--- src/rtl/core/assert_macros.svh ---
// assertion macros included by the rtl top level
`ifndef ASSERT_MACROS_SVH
`define ASSERT_MACROS_SVH

`ifndef SYNTHESIS
`define ASSERT_IMPLY(label, clk, rst_n, cond, prop) \
    label: assert property (@(posedge clk) disable iff (!rst_n) (cond) |-> (prop)) \
        else $error("implication check failed");
`define ASSERT_NEXT(label, clk, rst_n, cond, prop) \
    label: assert property (@(posedge clk) disable iff (!rst_n) (cond) |=> (prop)) \
        else $error("next-cycle check failed");
`else
`define ASSERT_IMPLY(label, clk, rst_n, cond, prop)
`define ASSERT_NEXT(label, clk, rst_n, cond, prop)
`endif

`endif

--- src/rtl/core/tild_pkg.sv ---
// shared types and constants of the terminal input line discipline
`default_nettype none

package tild_pkg;

    localparam logic OP_RECV = 1'b0;
    localparam logic OP_READ = 1'b1;

    localparam int CFG_IDX_W = 3;
    localparam logic [CFG_IDX_W-1:0] CFG_LINE_MODE   = 3'd0;
    localparam logic [CFG_IDX_W-1:0] CFG_ARROW_UP    = 3'd1;
    localparam logic [CFG_IDX_W-1:0] CFG_ARROW_DOWN  = 3'd2;
    localparam logic [CFG_IDX_W-1:0] CFG_ARROW_RIGHT = 3'd3;
    localparam logic [CFG_IDX_W-1:0] CFG_ARROW_LEFT  = 3'd4;

    localparam logic [7:0] CH_NUL     = 8'd0;
    localparam logic [7:0] CH_BS      = 8'd8;
    localparam logic [7:0] CH_LF      = 8'd10;
    localparam logic [7:0] CH_CR      = 8'd13;
    localparam logic [7:0] CH_ESC     = 8'd27;
    localparam logic [7:0] CH_SPACE   = 8'd32;
    localparam logic [7:0] CH_A       = 8'd65;
    localparam logic [7:0] CH_B       = 8'd66;
    localparam logic [7:0] CH_C       = 8'd67;
    localparam logic [7:0] CH_D       = 8'd68;
    localparam logic [7:0] CH_BRACKET = 8'd91;
    localparam logic [7:0] CH_DEL     = 8'd127;

    localparam logic [7:0] ARROW_UP_RESET    = 8'd128;
    localparam logic [7:0] ARROW_DOWN_RESET  = 8'd129;
    localparam logic [7:0] ARROW_RIGHT_RESET = 8'd130;
    localparam logic [7:0] ARROW_LEFT_RESET  = 8'd131;

    typedef enum logic [1:0] {
        ARROW_UP    = 2'd0,
        ARROW_DOWN  = 2'd1,
        ARROW_RIGHT = 2'd2,
        ARROW_LEFT  = 2'd3
    } arrow_t;

    typedef enum logic [1:0] {
        KIND_ECHO  = 2'd0,
        KIND_READ  = 2'd1,
        KIND_EMPTY = 2'd2,
        KIND_QUIET = 2'd3
    } kind_t;

    // classified word passed from front to back
    typedef struct packed {
        logic       op;
        logic [7:0] ch;
        logic       is_esc;
        logic       is_bracket;
        logic       is_nl;
        logic       is_del;
        logic       is_arrow;
        arrow_t     arrow;
    } tild_word_t;

    // queue handshake between front and back
    typedef struct packed {
        logic       valid;
        tild_word_t word;
    } tild_queue_t;

endpackage

`default_nettype wire

--- src/rtl/core/tild_front.sv ---
// front end: accepts input words, classifies them and queues them for the back end
`default_nettype none

module tild_front
(
    input  wire                  clk,
    input  wire                  rst_n,
    input  wire                  in_valid,
    output logic                 in_stall,
    input  wire                  operation,
    input  wire  [7:0]           char_in,
    output tild_pkg::tild_queue_t q,
    input  wire                  q_pop
);
    import tild_pkg::*;

    localparam int QDEPTH = 2;
    localparam int QPW    = $clog2(QDEPTH);
    localparam int QCW    = $clog2(QDEPTH + 1);

    tild_word_t            q_mem_reg [QDEPTH];
    logic [QPW-1:0]        wr_ptr_reg;
    logic [QPW-1:0]        wr_ptr_next;
    logic [QPW-1:0]        rd_ptr_reg;
    logic [QPW-1:0]        rd_ptr_next;
    logic [QCW-1:0]        count_reg;
    logic [QCW-1:0]        count_next;
    tild_word_t            cls;
    logic                  push;

    always_comb
    begin
        cls.op         = operation;
        cls.ch         = char_in;
        cls.is_esc     = (char_in == CH_ESC);
        cls.is_bracket = (char_in == CH_BRACKET);
        cls.is_nl      = (char_in == CH_LF) || (char_in == CH_CR);
        cls.is_del     = (char_in == CH_DEL);
        cls.is_arrow   = 1'b1;
        case (char_in)
            CH_A:    cls.arrow = ARROW_UP;
            CH_B:    cls.arrow = ARROW_DOWN;
            CH_C:    cls.arrow = ARROW_RIGHT;
            CH_D:    cls.arrow = ARROW_LEFT;
            default:
            begin
                cls.arrow    = ARROW_UP;
                cls.is_arrow = 1'b0;
            end
        endcase
    end

    assign in_stall = (count_reg == QCW'(QDEPTH));
    assign push     = in_valid && !in_stall;
    assign q.valid  = (count_reg != '0);
    assign q.word   = q_mem_reg[rd_ptr_reg];

    always_comb
    begin
        wr_ptr_next = wr_ptr_reg;
        rd_ptr_next = rd_ptr_reg;
        count_next  = count_reg;
        if (push)
        begin
            wr_ptr_next = (wr_ptr_reg == QPW'(QDEPTH - 1)) ? '0 : wr_ptr_reg + 1'b1;
        end
        if (q_pop)
        begin
            rd_ptr_next = (rd_ptr_reg == QPW'(QDEPTH - 1)) ? '0 : rd_ptr_reg + 1'b1;
        end
        if (push && !q_pop)
        begin
            count_next = count_reg + 1'b1;
        end
        else if (!push && q_pop)
        begin
            count_next = count_reg - 1'b1;
        end
    end

    always_ff @(posedge clk or negedge rst_n)
    begin
        if (!rst_n)
        begin
            wr_ptr_reg <= '0;
            rd_ptr_reg <= '0;
            count_reg  <= '0;
        end
        else
        begin
            wr_ptr_reg <= wr_ptr_next;
            rd_ptr_reg <= rd_ptr_next;
            count_reg  <= count_next;
        end
    end

    always_ff @(posedge clk)
    begin
        if (push)
        begin
            q_mem_reg[wr_ptr_reg] <= cls;
        end
    end

endmodule

`default_nettype wire

--- src/rtl/core/tild_back.sv ---
// back end: buffers, escape tracking, line editing and the output register
`default_nettype none

module tild_back
#(
    parameter int FIFO_DEPTH = 16,
    parameter int LINE_LEN   = 64
)
(
    input  wire                          clk,
    input  wire                          rst_n,
    input  wire  tild_pkg::tild_queue_t  q,
    output logic                         q_pop,
    input  wire                          cfg_write,
    input  wire  [tild_pkg::CFG_IDX_W-1:0] cfg_index,
    input  wire  [7:0]                   cfg_data,
    output logic                         out_valid,
    input  wire                          out_stall,
    output logic [1:0]                   kind,
    output logic [7:0]                   data,
    output logic                         dropped,
    output logic                         last
);
    import tild_pkg::*;

    localparam int PW  = $clog2(FIFO_DEPTH);
    localparam int CW  = $clog2(FIFO_DEPTH + 1);
    localparam int LW  = $clog2(LINE_LEN);
    localparam int LAW = $clog2(2 * LINE_LEN);

    typedef enum logic [1:0] {
        S_IDLE,
        S_EXEC,
        S_DEL_SPACE,
        S_DEL_BS
    } state_t;

    state_t          state_reg, state_next;
    tild_word_t      cur_reg, cur_next;
    logic            line_mode_reg, line_mode_next;
    logic [7:0]      up_code_reg, up_code_next;
    logic [7:0]      down_code_reg, down_code_next;
    logic [7:0]      right_code_reg, right_code_next;
    logic [7:0]      left_code_reg, left_code_next;
    logic [PW-1:0]   fifo_wr_ptr_reg, fifo_wr_ptr_next;
    logic [PW-1:0]   fifo_rd_ptr_reg, fifo_rd_ptr_next;
    logic [CW-1:0]   fifo_count_reg, fifo_count_next;
    logic            write_bank_reg, write_bank_next;
    logic [LW-1:0]   write_len_reg, write_len_next;
    logic [LW-1:0]   read_len_reg, read_len_next;
    logic [LW-1:0]   read_pos_reg, read_pos_next;
    logic            read_active_reg, read_active_next;
    logic            esc_seen_reg, esc_seen_next;
    logic            csi_seen_reg, csi_seen_next;
    logic            out_valid_reg, out_valid_next;
    kind_t           kind_reg, kind_next;
    logic [7:0]      data_reg, data_next;
    logic            dropped_reg, dropped_next;
    logic            last_reg, last_next;

    logic [7:0]      fifo_mem [FIFO_DEPTH];
    logic [7:0]      line_mem [2 * LINE_LEN];
    logic [7:0]      fifo_rd_data_reg;
    logic [7:0]      line_rd_data_reg;

    logic            fifo_we;
    logic [7:0]      fifo_wdata;
    logic            line_we;
    logic [LAW-1:0]  line_waddr;
    logic [LAW-1:0]  line_raddr;
    logic            out_free;
    logic            emit;
    kind_t           e_kind;
    logic [7:0]      e_data;
    logic            e_dropped;
    logic            e_last;
    logic [7:0]      arrow_code;
    logic [7:0]      line_d;

    assign out_free   = !out_valid_reg || !out_stall;
    assign q_pop      = (state_reg == S_IDLE) && q.valid;
    assign line_waddr = write_bank_reg ? LAW'(LINE_LEN) + LAW'(write_len_reg)
                                       : LAW'(write_len_reg);
    assign line_raddr = write_bank_reg ? LAW'(read_pos_reg)
                                       : LAW'(LINE_LEN) + LAW'(read_pos_reg);
    assign line_d     = (read_pos_reg < read_len_reg) ? line_rd_data_reg : CH_NUL;

    always_comb
    begin
        case (cur_reg.arrow)
            ARROW_UP:    arrow_code = up_code_reg;
            ARROW_DOWN:  arrow_code = down_code_reg;
            ARROW_RIGHT: arrow_code = right_code_reg;
            ARROW_LEFT:  arrow_code = left_code_reg;
            default:     arrow_code = up_code_reg;
        endcase
    end

    always_comb
    begin
        state_next       = state_reg;
        cur_next         = cur_reg;
        line_mode_next   = line_mode_reg;
        up_code_next     = up_code_reg;
        down_code_next   = down_code_reg;
        right_code_next  = right_code_reg;
        left_code_next   = left_code_reg;
        fifo_wr_ptr_next = fifo_wr_ptr_reg;
        fifo_rd_ptr_next = fifo_rd_ptr_reg;
        fifo_count_next  = fifo_count_reg;
        write_bank_next  = write_bank_reg;
        write_len_next   = write_len_reg;
        read_len_next    = read_len_reg;
        read_pos_next    = read_pos_reg;
        read_active_next = read_active_reg;
        esc_seen_next    = esc_seen_reg;
        csi_seen_next    = csi_seen_reg;
        fifo_we          = 1'b0;
        fifo_wdata       = cur_reg.ch;
        line_we          = 1'b0;
        emit             = 1'b0;
        e_kind           = KIND_QUIET;
        e_data           = CH_NUL;
        e_dropped        = 1'b0;
        e_last           = 1'b1;

        case (state_reg)
            S_IDLE:
            begin
                if (q.valid)
                begin
                    cur_next   = q.word;
                    state_next = S_EXEC;
                end
            end
            S_EXEC:
            begin
                if (out_free)
                begin
                    emit       = 1'b1;
                    state_next = S_IDLE;
                    if (cur_reg.op == OP_RECV)
                    begin
                        if (!line_mode_reg && fifo_count_reg == CW'(FIFO_DEPTH))
                        begin
                            e_dropped = 1'b1;
                        end
                        else if (esc_seen_reg && cur_reg.is_bracket)
                        begin
                            esc_seen_next = 1'b0;
                            csi_seen_next = 1'b1;
                        end
                        else if (csi_seen_reg)
                        begin
                            csi_seen_next = 1'b0;
                            if (!line_mode_reg && cur_reg.is_arrow)
                            begin
                                fifo_we    = 1'b1;
                                fifo_wdata = arrow_code;
                            end
                            else
                            begin
                                e_dropped = 1'b1;
                            end
                        end
                        else if (!line_mode_reg)
                        begin
                            esc_seen_next = cur_reg.is_esc;
                            fifo_we       = !cur_reg.is_esc;
                        end
                        else
                        begin
                            esc_seen_next = 1'b0;
                            if (cur_reg.is_nl)
                            begin
                                if (read_active_reg)
                                begin
                                    e_dropped = 1'b1;
                                end
                                else
                                begin
                                    read_len_next    = write_len_reg;
                                    write_bank_next  = !write_bank_reg;
                                    write_len_next   = '0;
                                    read_pos_next    = '0;
                                    read_active_next = 1'b1;
                                    e_kind           = KIND_ECHO;
                                    e_data           = CH_LF;
                                end
                            end
                            else if (cur_reg.is_del)
                            begin
                                if (write_len_reg == '0)
                                begin
                                    e_dropped = 1'b1;
                                end
                                else
                                begin
                                    write_len_next = write_len_reg - 1'b1;
                                    e_kind         = KIND_ECHO;
                                    e_data         = CH_BS;
                                    e_last         = 1'b0;
                                    state_next     = S_DEL_SPACE;
                                end
                            end
                            else if (cur_reg.is_esc)
                            begin
                                esc_seen_next = 1'b1;
                            end
                            else if (write_len_reg == LW'(LINE_LEN - 1))
                            begin
                                e_dropped = 1'b1;
                            end
                            else
                            begin
                                line_we        = 1'b1;
                                write_len_next = write_len_reg + 1'b1;
                                e_kind         = KIND_ECHO;
                                e_data         = cur_reg.ch;
                            end
                        end
                    end
                    else if (!line_mode_reg)
                    begin
                        if (fifo_count_reg == '0)
                        begin
                            e_kind = KIND_EMPTY;
                        end
                        else
                        begin
                            fifo_rd_ptr_next = (fifo_rd_ptr_reg == PW'(FIFO_DEPTH - 1)) ?
                                               '0 : fifo_rd_ptr_reg + 1'b1;
                            fifo_count_next  = fifo_count_reg - 1'b1;
                            e_kind           = KIND_READ;
                            e_data           = fifo_rd_data_reg;
                        end
                    end
                    else
                    begin
                        if (!read_active_reg)
                        begin
                            e_kind = KIND_EMPTY;
                        end
                        else
                        begin
                            e_kind = KIND_READ;
                            e_data = line_d;
                            if (line_d == CH_NUL)
                            begin
                                read_active_next = 1'b0;
                                read_pos_next    = '0;
                            end
                            else
                            begin
                                read_pos_next = read_pos_reg + 1'b1;
                            end
                        end
                    end
                end
            end
            S_DEL_SPACE:
            begin
                if (out_free)
                begin
                    emit       = 1'b1;
                    e_kind     = KIND_ECHO;
                    e_data     = CH_SPACE;
                    e_last     = 1'b0;
                    state_next = S_DEL_BS;
                end
            end
            S_DEL_BS:
            begin
                if (out_free)
                begin
                    emit       = 1'b1;
                    e_kind     = KIND_ECHO;
                    e_data     = CH_BS;
                    state_next = S_IDLE;
                end
            end
            default:
            begin
                state_next = S_IDLE;
            end
        endcase

        if (fifo_we)
        begin
            fifo_wr_ptr_next = (fifo_wr_ptr_reg == PW'(FIFO_DEPTH - 1)) ?
                               '0 : fifo_wr_ptr_reg + 1'b1;
            fifo_count_next  = fifo_count_reg + 1'b1;
        end

        out_valid_next = out_valid_reg && out_stall;
        kind_next      = kind_reg;
        data_next      = data_reg;
        dropped_next   = dropped_reg;
        last_next      = last_reg;
        if (emit)
        begin
            out_valid_next = 1'b1;
            kind_next      = e_kind;
            data_next      = e_data;
            dropped_next   = e_dropped;
            last_next      = e_last;
        end

        if (cfg_write)
        begin
            case (cfg_index)
                CFG_LINE_MODE:
                begin
                    line_mode_next   = cfg_data[0];
                    fifo_wr_ptr_next = '0;
                    fifo_rd_ptr_next = '0;
                    fifo_count_next  = '0;
                    write_bank_next  = 1'b0;
                    write_len_next   = '0;
                    read_len_next    = '0;
                    read_pos_next    = '0;
                    read_active_next = 1'b0;
                    esc_seen_next    = 1'b0;
                    csi_seen_next    = 1'b0;
                end
                CFG_ARROW_UP:    up_code_next    = cfg_data;
                CFG_ARROW_DOWN:  down_code_next  = cfg_data;
                CFG_ARROW_RIGHT: right_code_next = cfg_data;
                CFG_ARROW_LEFT:  left_code_next  = cfg_data;
                default:
                begin
                end
            endcase
        end
    end

    always_ff @(posedge clk or negedge rst_n)
    begin
        if (!rst_n)
        begin
            state_reg       <= S_IDLE;
            line_mode_reg   <= 1'b0;
            up_code_reg     <= ARROW_UP_RESET;
            down_code_reg   <= ARROW_DOWN_RESET;
            right_code_reg  <= ARROW_RIGHT_RESET;
            left_code_reg   <= ARROW_LEFT_RESET;
            fifo_wr_ptr_reg <= '0;
            fifo_rd_ptr_reg <= '0;
            fifo_count_reg  <= '0;
            write_bank_reg  <= 1'b0;
            write_len_reg   <= '0;
            read_len_reg    <= '0;
            read_pos_reg    <= '0;
            read_active_reg <= 1'b0;
            esc_seen_reg    <= 1'b0;
            csi_seen_reg    <= 1'b0;
            out_valid_reg   <= 1'b0;
        end
        else
        begin
            state_reg       <= state_next;
            line_mode_reg   <= line_mode_next;
            up_code_reg     <= up_code_next;
            down_code_reg   <= down_code_next;
            right_code_reg  <= right_code_next;
            left_code_reg   <= left_code_next;
            fifo_wr_ptr_reg <= fifo_wr_ptr_next;
            fifo_rd_ptr_reg <= fifo_rd_ptr_next;
            fifo_count_reg  <= fifo_count_next;
            write_bank_reg  <= write_bank_next;
            write_len_reg   <= write_len_next;
            read_len_reg    <= read_len_next;
            read_pos_reg    <= read_pos_next;
            read_active_reg <= read_active_next;
            esc_seen_reg    <= esc_seen_next;
            csi_seen_reg    <= csi_seen_next;
            out_valid_reg   <= out_valid_next;
        end
    end

    // payload registers
    always_ff @(posedge clk)
    begin
        cur_reg     <= cur_next;
        kind_reg    <= kind_next;
        data_reg    <= data_next;
        dropped_reg <= dropped_next;
        last_reg    <= last_next;
    end

    // character fifo
    always_ff @(posedge clk)
    begin
        if (fifo_we)
        begin
            fifo_mem[fifo_wr_ptr_reg] <= fifo_wdata;
        end
        fifo_rd_data_reg <= fifo_mem[fifo_rd_ptr_reg];
    end

    // two line banks
    always_ff @(posedge clk)
    begin
        if (line_we)
        begin
            line_mem[line_waddr] <= cur_reg.ch;
        end
        line_rd_data_reg <= line_mem[line_raddr];
    end

    assign out_valid = out_valid_reg;
    assign kind      = kind_reg;
    assign data      = data_reg;
    assign dropped   = dropped_reg;
    assign last      = last_reg;

endmodule

`default_nettype wire

--- src/rtl/core/terminal_input_line_discipline_core.sv ---
// top level of the terminal input line discipline
`default_nettype none

// Takes received characters and read requests and returns echo, read and status
// words. A two-word input queue decouples the classifying front end from the
// execution engine, so new words are taken while earlier ones are still being
// handled. Each word passes an idle step (one registered read of the fifo or line
// memory) and an execute step (state update and first result); an accepted DEL
// then passes DEL_SPACE and DEL_BS for its extra echo words. Output stall holds
// the engine. Configuration must be written only while the block is idle; the
// block itself does not enforce this. Writing the mode register empties the
// fifo and both line banks. The memories need no clearing after reset.
module terminal_input_line_discipline_core
#(
    parameter int FIFO_DEPTH = 16,
    parameter int LINE_LEN   = 64
)
(
    input  wire                            clk,
    input  wire                            rst_n,
    input  wire                            in_valid,
    output logic                           in_stall,
    input  wire                            operation,
    input  wire  [7:0]                     char_in,
    output logic                           out_valid,
    input  wire                            out_stall,
    output logic [1:0]                     kind,
    output logic [7:0]                     data,
    output logic                           dropped,
    output logic                           last,
    input  wire                            cfg_write,
    input  wire  [tild_pkg::CFG_IDX_W-1:0] cfg_index,
    input  wire  [7:0]                     cfg_data
);
    import tild_pkg::*;

    tild_queue_t q;
    logic        q_pop;

    tild_front u_front
    (
        .clk       (clk),
        .rst_n     (rst_n),
        .in_valid  (in_valid),
        .in_stall  (in_stall),
        .operation (operation),
        .char_in   (char_in),
        .q         (q),
        .q_pop     (q_pop)
    );

    tild_back
    #(
        .FIFO_DEPTH (FIFO_DEPTH),
        .LINE_LEN   (LINE_LEN)
    )
    u_back
    (
        .clk       (clk),
        .rst_n     (rst_n),
        .q         (q),
        .q_pop     (q_pop),
        .cfg_write (cfg_write),
        .cfg_index (cfg_index),
        .cfg_data  (cfg_data),
        .out_valid (out_valid),
        .out_stall (out_stall),
        .kind      (kind),
        .data      (data),
        .dropped   (dropped),
        .last      (last)
    );

`include "assert_macros.svh"

    `ASSERT_IMPLY(a_pop_needs_word, clk, rst_n, q_pop, q.valid)
    `ASSERT_NEXT(a_accept_fills_queue, clk, rst_n, in_valid && !in_stall && !q.valid, q.valid)
    `ASSERT_NEXT(a_no_back_to_back_pop, clk, rst_n, q_pop, !q_pop)

endmodule

`default_nettype wire

--- config.mk ---
export PLATFORM = sky130hd
export DESIGN_NAME = terminal_input_line_discipline_core
export DESIGN_NICKNAME = d
export VERILOG_FILES = /design/src/rtl/core/tild_pkg.sv /design/src/rtl/core/tild_front.sv /design/src/rtl/core/tild_back.sv /design/src/rtl/core/terminal_input_line_discipline_core.sv
export VERILOG_INCLUDE_DIRS = /design/src /design/src/rtl/core
export SDC_FILE = /design/constraint.sdc
export NUM_CORES = 1
export LEC_CHECK = 0
export BUFFER_PORTS_ARGS = -buffer_cell sky130_fd_sc_hd__buf_2
export CORE_ASPECT_RATIO = 0.9
export CORE_MARGIN = 10
export CORE_UTILIZATION = 25
export DETAILED_ROUTE_END_ITERATION = 10
export MAX_ROUTING_LAYER = met4
export PLACE_DENSITY = 0.41
export SYNTH_ARGS = -nofsm -noshare
export SYNTH_HDL_FRONTEND = slang
export SYNTH_HIERARCHICAL = 1
export SYNTH_SLANG_ARGS = --single-unit
--- constraint.sdc ---
create_clock -name clk -period 3.91 [get_ports clk]
set_clock_uncertainty 0.2 [all_clocks]
set_input_delay 0 -clock clk [delete_from_list [all_inputs] [get_ports clk]]
set_output_delay 0 -clock clk [all_outputs]
set_load 0.05 [all_outputs]
==> results of run 1 <==
report_power, final:
part           switching (uW)  leakage (uW)  total (uW)  internal [uW]
sequential                656        0.0120       18200          17600
combinational            5440       0.00529        8230           2800
clock                    5710       0.00219       13100           7400
total                   11800        0.0195       39600          27800
layout by cell type, fill, tap and decap left out, drive strengths merged, types with 4 or more instances in the layout:
cell,synthesis,final
edfxtp,1212,1212
buf,84,325
mux4,242,242
nor2,213,213
clkbuf,66,183
mux2i,167,167
nand2,121,121
a22oi,98,98
dfrtp,67,67
mux2,59,59
clkinv,2,56
dlygate4sd3,0,54
nand3,47,47
a21oi,39,39
o21ai,38,38
inv,22,30
a41oi,23,23
a221oi,21,21
ha,21,21
nor3,19,19
dfxtp,16,16
nor2b,15,15
nand4,14,14
nand2b,14,14
a311oi,11,11
a22o,10,10
xnor2,9,9
bufinv,0,8
dfstp,8,8
and2,8,8
xor2,7,7
a211oi,6,6
o211ai,6,6
and3,6,6
o22ai,6,6
nor4,5,5
clkinvlp,0,4
a31oi,4,4
worst max path at each step:
stage                                         endpoint  slack (ps)  cells after the start
finish              u_back/line_rd_data_reg[0]$_DFF_P_         240                      9
global route        u_back/line_rd_data_reg[0]$_DFF_P_         100                      9
CTS                 u_back/line_rd_data_reg[0]$_DFF_P_          50                      9
detailed placement  u_back/line_rd_data_reg[0]$_DFF_P_          70                      9
global placement    u_back/line_rd_data_reg[1]$_DFF_P_        -270                      6
floorplan              u_back/fifo_mem[0][0]$_DFFE_PP_         730                     10
routing by layer:
| layer | track usage | wire (um) | part of all wire |
|---|---|---|---|
| met1 | 0.189 | 72000 | 0.48 |
| met2 | 0.196 | 66500 | 0.45 |
| met3 | 0.0312 | 8230 | 0.055 |
| met4 | 0.0292 | 2580 | 0.017 |
| met5 | - | 0 | 0 |
worst reg2reg max path, stage by stage, from the launching register on:
cell and delay, ps:
dfrtp_4 670, buf_12 250, and2_1 390, buf_12 280, buf_4 220, nand2_1 60
a41oi_1 210, o21ai_1 350, a221oi_1 790, nor2_1 110
repair_timing:
item	in CTS	in global routing
hold buffers	55	0
setup endpoints to repair	0	1
endpoints found under the hold margin	237	0
resized for setup	0	1
metrics by stage:
step,setup WS [ps],cell area (um^2)
finish,240,62400
global route,99.3,62400
CTS,54.1,62400
detailed placement,73.9,57300
global placement,-274,57300
floorplan,730,51800
layout make-up:
type | count | share of cell area
Sequential cell | 1303 | 0.619
Timing Repair Buffer | 379 | 0.0532
Multi-Input combinational cell | 1267 | 0.199
Clock buffer | 183 | 0.0603
Antenna cell | 2 | 0.0000803
Tap cell | 2720 | 0.0546
Clock inverter | 74 | 0.0120
Inverter | 24 | 0.00144
logic make-up (layout without fill, tap and decap cells):
family | Yosys count | in the layout | share of synthesized area
buffers and inverters | 174 | 660 | 0.0169
DFF | 1303 | 1303 | 0.745
AOI/OAI and AO/OA | 283 | 283 | 0.0392
muxes | 468 | 468 | 0.150
adders and majority gates | 21 | 21 | 0.00507
and+or+nand+nor | 479 | 479 | 0.0411
xor gates and xnor gates | 16 | 16 | 0.00270
other | 0 | 2 | 0
==> run metrics, run 1 <==
hold slack 85.2 ps; Maximum Capacitance Violations 0; I/O Pins 39; FF-to-FF End u_back/line_rd_data_reg[0]$_DFF_P_; Buf/Inv on CP 3; placed insts 5638; total CTS buffers 142; Slew headroom 0.238; Synth Net Count 2790; FF/Latch Area 38600 um^2; worst path required time 4350 ps; layout cells sized above 1 0.265; CP Launch Point u_back/read_pos_reg[1]$_DFF_PN0_; Core ar. 206000 um^2; initial antenna violation count 3; cell area after synthesis 51800 um^2; TritonCTS clock tree built; clock sink count 1303; via count 27400; clk slew on worst S/H paths 60 ps; CP max stage cell a221oi_1; fin. max-slew vios 0; first-pass GRT wire length 215000 um; clock root cell clkbuf_16; antenna-violating nets left 0; Layout Cells excl Fill 5952; GRT Util Overall 0.134; asr flop ratio synth 0.0576; hold_sp char_in[2]; CP max stage delay 790 ps; CP arrival 4110 ps; Synth cell types 68; count leader, synth edfxtp_1; FF-to-FF Start u_back/read_pos_reg[1]$_DFF_PN0_; crit path time final 3670 ps; Worst R2R Setup Slack 240 ps; Pwr Total 39600 uW; Yosys reg bits 1303; gp weighted congestion 0.784; delay-heaviest family, CP compound AO/OA/AOI/OAI gates; Post-Synthesis Cells 2744; worst hold stages 4; Site Rows 158; Starting DRT DRC Count 2505; Starting Density 0.251; CP endpoint kind flip-flop; leakage power 0.0195 uW; ranking of synthesized cells by area edfxtp_1 70%, mux4_2 10%, dfrtp_1 3.2%; Total Neg Setup Slack 0 ps; Max VDD drop 0.473 mV; post-synth top area share 0.702; Area Overhead vs Synth 20.3%; Clock Latency Late Sink 800 ps; hold crit path type primary input to flip-flop; DRC viols 0; routed wire length 149000 um; Setup CP Type flip-flop to flip-flop; Final setup viols 0; die width 500 um; top_reg_cell synth edfxtp_1; post-synthesis sequential area ratio 0.745; Post-synth EDFFs 1212; Worst-Margin Slew 1140 ps; final design utilization 0.302; number of global-route vias before repair 28300; CP cell instances buf_12 -> and2_1 -> buf_12 -> buf_4 -> nand2_1 -> a41oi_1 -> o21ai_1 -> a221oi_1 -> nor2_1; most instantiated cells after synthesis 1212 x edfxtp_1, 241 x mux4_2, 213 x nor2_1; clk buf depth 3; Hold Path End u_front/q_mem_reg[1][1]$_DFFE_PP_; final hold vios 0; fin crit share 0.939; Via density 4.60; CTS HTree Levels 4; CP max FO 23; area leader, netlist edfxtp_1; chip height 452 um; Pwr per Cell Area 634 nW/um^2; # fillers 20200; most frequent CP cell buf_12; Final HPWL DP 93300 um; grt ovf 0; Worst R2R Path Depth 9; WL/cell 25.1 um; Avg Cell Area, Syn 18.9 um^2; Syn. warnings 6; Fmax 272 MHz; port bufs 38; largest net degree at the start of global routing 131; status completed; # Post-CTS Setup Buffers 0; Critical Path Start Type flip-flop; final net count 3163; multi-input logic area 12400 um^2; Die Area 226000 um^2; max reg flops 1024; RSZ-0062 raised after global routing false; Pre-Repair DR Iteration Count 5
No activity file was read; power rests on OpenSTA's default activity.
==> inputs of run 2 (changes only) <==
--- a/config.mk
+++ b/config.mk
@@ -7,4 +7,5 @@
 export NUM_CORES = 1
 export LEC_CHECK = 0
+export ABC_AREA = 1
 export BUFFER_PORTS_ARGS = -buffer_cell sky130_fd_sc_hd__buf_2
 export CORE_ASPECT_RATIO = 0.9
==> constraint.sdc (replaced) <==
create_clock -name clk -period 3.91 [get_ports clk]
set_clock_uncertainty 0.2 [all_clocks]
set_input_delay 0.1955 -clock clk [delete_from_list [all_inputs] [get_ports clk]]
set_output_delay 0.1955 -clock clk [all_outputs]
set_load 0.05 [all_outputs]
==> run 2 against run 1 <==
Critical path depth up 6. Sequential cell count did not move. First-iteration DRC count rose by 32%. Core utilization is 0.72 points lower. Largest cell class unchanged. Wire length increased by 9.9%.
==> run metrics, run 2 <==
status completed (unchanged); CP arrival 4030 ps (was 4110 ps); Pwr per Cell Area 761 nW/um^2 (was 634 nW/um^2); number of global-route vias before repair 34700 (was 28300); Worst-Margin Slew 1020 ps (was 1140 ps); Layout Cells excl Fill 7452 (was 5952); crit path time final 3520 ps (was 3670 ps); first-pass GRT wire length 240000 um (was 215000 um); Total Neg Setup Slack 0 ps (unchanged); Worst Setup Slack, final 391 ps (was 240 ps); Syn. warnings 6 (unchanged); Final HPWL DP 96200 um (was 93300 um); antenna-violating nets left 0 (unchanged); asr flop ratio synth 0.0576 (unchanged); CP max FO 13 (was 23); clock root cell clkbuf_16 (unchanged); number of hold buffers added after CTS 38 (was 55); most common cell after layout, fill and taps aside edfxtp_1 (unchanged); post-synth top area share 0.683 (was 0.702); clock sink count 1303 (unchanged); Starting Density 0.252 (was 0.251); leakage power 0.0207 uW (was 0.0195 uW); clk slew on worst S/H paths 60 ps (about the same); area leader, netlist edfxtp_1 (unchanged); clk buf depth 3 (unchanged); CP endpoint kind flip-flop (unchanged); # Post-CTS Setup Buffers 0 (unchanged); Die Area 232000 um^2 (was 226000 um^2); Setup CP Type flip-flop to flip-flop (unchanged); grt ovf 0 (unchanged); cts repair resizes 0 (unchanged); hold crit path type primary input to flip-flop (unchanged); RSZ-0062 raised after global routing false (unchanged); CTS HTree Levels 4 (unchanged); Avg Cell Area, Syn 12.2 um^2 (was 18.9 um^2); Core ar. 212000 um^2 (was 206000 um^2); placed insts 7156 (was 5638); routed wire length 164000 um (was 149000 um); dpl ws 416 ps (was 73.9 ps); die width 507 um (was 500 um); initial antenna violation count 3 (unchanged); worst path required time 4420 ps (was 4350 ps); Max VDD drop 0.737 mV (was 0.473 mV); Via density 4.65 (was 4.60); Final setup viols 0 (unchanged); Fmax 284 MHz (was 272 MHz); chip height 458 um (was 452 um); layout cells sized above 1 0.109 (was 0.265); Synth Net Count 4401 (was 2790); Post-synth EDFFs 1212 (unchanged); Synth cell types 55 (was 68); fin crit share 0.900 (was 0.939); met1 usage 0.200 (was 0.189); DRC viols 0 (unchanged); I/O Pins 39 (unchanged); largest net degree at the start of global routing 157 (was 131); final design utilization 0.295 (was 0.302); max reg flops 1024 (unchanged); gp weighted congestion 0.814 (was 0.784); gr busiest metal met2 (unchanged); Pre-Repair DR Iteration Count 6 (was 5); Site Rows 160 (was 158); Area Overhead vs Synth 17.2% (was 20.3%); WL/cell 22.0 um (was 25.1 um); fin. max-slew vios 0 (unchanged); Maximum Capacitance Violations 0 (unchanged); most instantiated cells after synthesis 1212 x edfxtp_1, 982 x nor2_1, 535 x o21ai_0 (was 1212 x edfxtp_1, 241 x mux4_2, 213 x nor2_1); final net count 4551 (was 3163); GRT Util Overall 0.141 (was 0.134); Clock Latency Late Sink 770 ps (was 800 ps); Starting DRT DRC Count 3312 (was 2505); Yosys reg bits 1303 (unchanged); final hold vios 0 (unchanged); GRT met3 Usage 0.0220 (was 0.0312); ranking of synthesized cells by area edfxtp_1 68%, nor2_1 6.9%, o21ai_0 5.0% (was edfxtp_1 70%, mux4_2 10%, dfrtp_1 3.2%); total CTS buffers 144 (was 142); met2 Resource Use GR 0.210 (was 0.196); Critical Path Start Type flip-flop (unchanged); port bufs 38 (unchanged); via count 34600 (was 27400); post-synthesis sequential area ratio 0.724 (was 0.745); count leader, synth edfxtp_1 (unchanged); Post-Synthesis Cells 4355 (was 2744); cell area after synthesis 53300 um^2 (was 51800 um^2); commonest cells after routing, fill and taps aside 1212 x edfxtp_1, 980 x nor2_1, 532 x o21ai_0 (was 1212 x edfxtp_1, 253 x buf_4, 241 x mux4_2); Slew headroom 0.319 (was 0.238); TritonCTS clock tree built (unchanged); Pwr Total 47500 uW (was 39600 uW); top_reg_cell synth edfxtp_1 (unchanged)
==> run 2: cell count changes in the layout (fill, tap and decap cells not counted), sizes merged, moves of 38 or more <==
cell | previous run | this run
nor2 | 213 | 991
nand3 | 47 | 164
nand2 | 121 | 381
o22ai | 6 | 111
a21oi | 39 | 102
o21ai | 38 | 624
buf | 325 | 229
a22oi | 98 | 10
mux2i | 167 | 12
inv | 30 | 113
o211ai | 6 | 137
mux2 | 59 | 21
mux4 | 242 | 0
==> run 2: final timing paths <==
path,startpoint,slack (ps),cells past startpoint,endpoint
min reg2reg,u_front/count_reg[1]$_DFFE_PN0P_,270,2,u_front/count_reg[1]$_DFFE_PN0P_
max,flip-flop,390,15,u_back/fifo_count_reg[3]$_DFF_PN0_
min in group asynchronous,rst_n,390,3,u_back/up_code_reg[7]$_DFFE_PN1P_
max in group asynchronous,rst_n,2780,4,u_back/read_pos_reg[2]$_DFF_PN0_
max reg2reg,flip-flop,390,15,u_back/fifo_count_reg[3]$_DFF_PN0_
min,char_in[6],60,2,u_front/q_mem_reg[1][13]$_DFFE_PP_
==> run 2: area by class of cell <==
type	instances	area, um^2
repair buffers	266	2290
clock buffers	193	3970
well taps	2835	3550
clock inverters	62	532
fillers	21600	149000
diodes	3	7.51
multi-input cells	2676	13100
inverters	114	440
flip-flops and latches	1303	38600
==> run 2: per-layer routing <==
layer | share of wire | vias up
met5 | 0 | -
met4 | 0.022 | 0
met3 | 0.048 | 193
met2 | 0.45 | 869
met1 | 0.48 | 17500
li1 | - | 16100
==> run 2: cells by family (layout without fill, tap and decap cells) <==
kind of cell	after synthesis	after routing	synth area share
xor gates and xnor gates	15	15	0.00247
muxes	33	33	0.00733
adders and majority gates	21	21	0.00493
AOI/OAI and AO/OA	1042	1042	0.112
buffers and inverters	376	635	0.0310
and+or+nand+nor	1565	1565	0.118
DFF	1303	1303	0.724
other	0	3	0
==> run 2: through the flow <==
step	hold WS [ps]	instance area, um^2
finish	59.7	62500
global route	34.4	62500
CTS	0.521	62500
detailed placement	151	57600
global placement	151	57600
floorplan	-300	53300
==> run 2: critical path, cell delays in order, from the launching register on <==
cell and delay [ps]:
dfrtp_1 400, inv_1 130, ha_1 290, nand2_1 130, buf_4 200, nor2_1 110, inv_1 120, nor2_2 160
nand2_1 90, nor2_1 370, buf_4 250, inv_2 90, o21ai_0 90, o21ai_1 120, a21oi_1 140, dlygate4sd3_1 560
==> run 2: power breakdown <==
group / internal, uW / switching (uW)
Combinational: 3810 / 12000
Sequential: 17800 / 722
Clock: 7640 / 5560
Total: 29300 / 18200
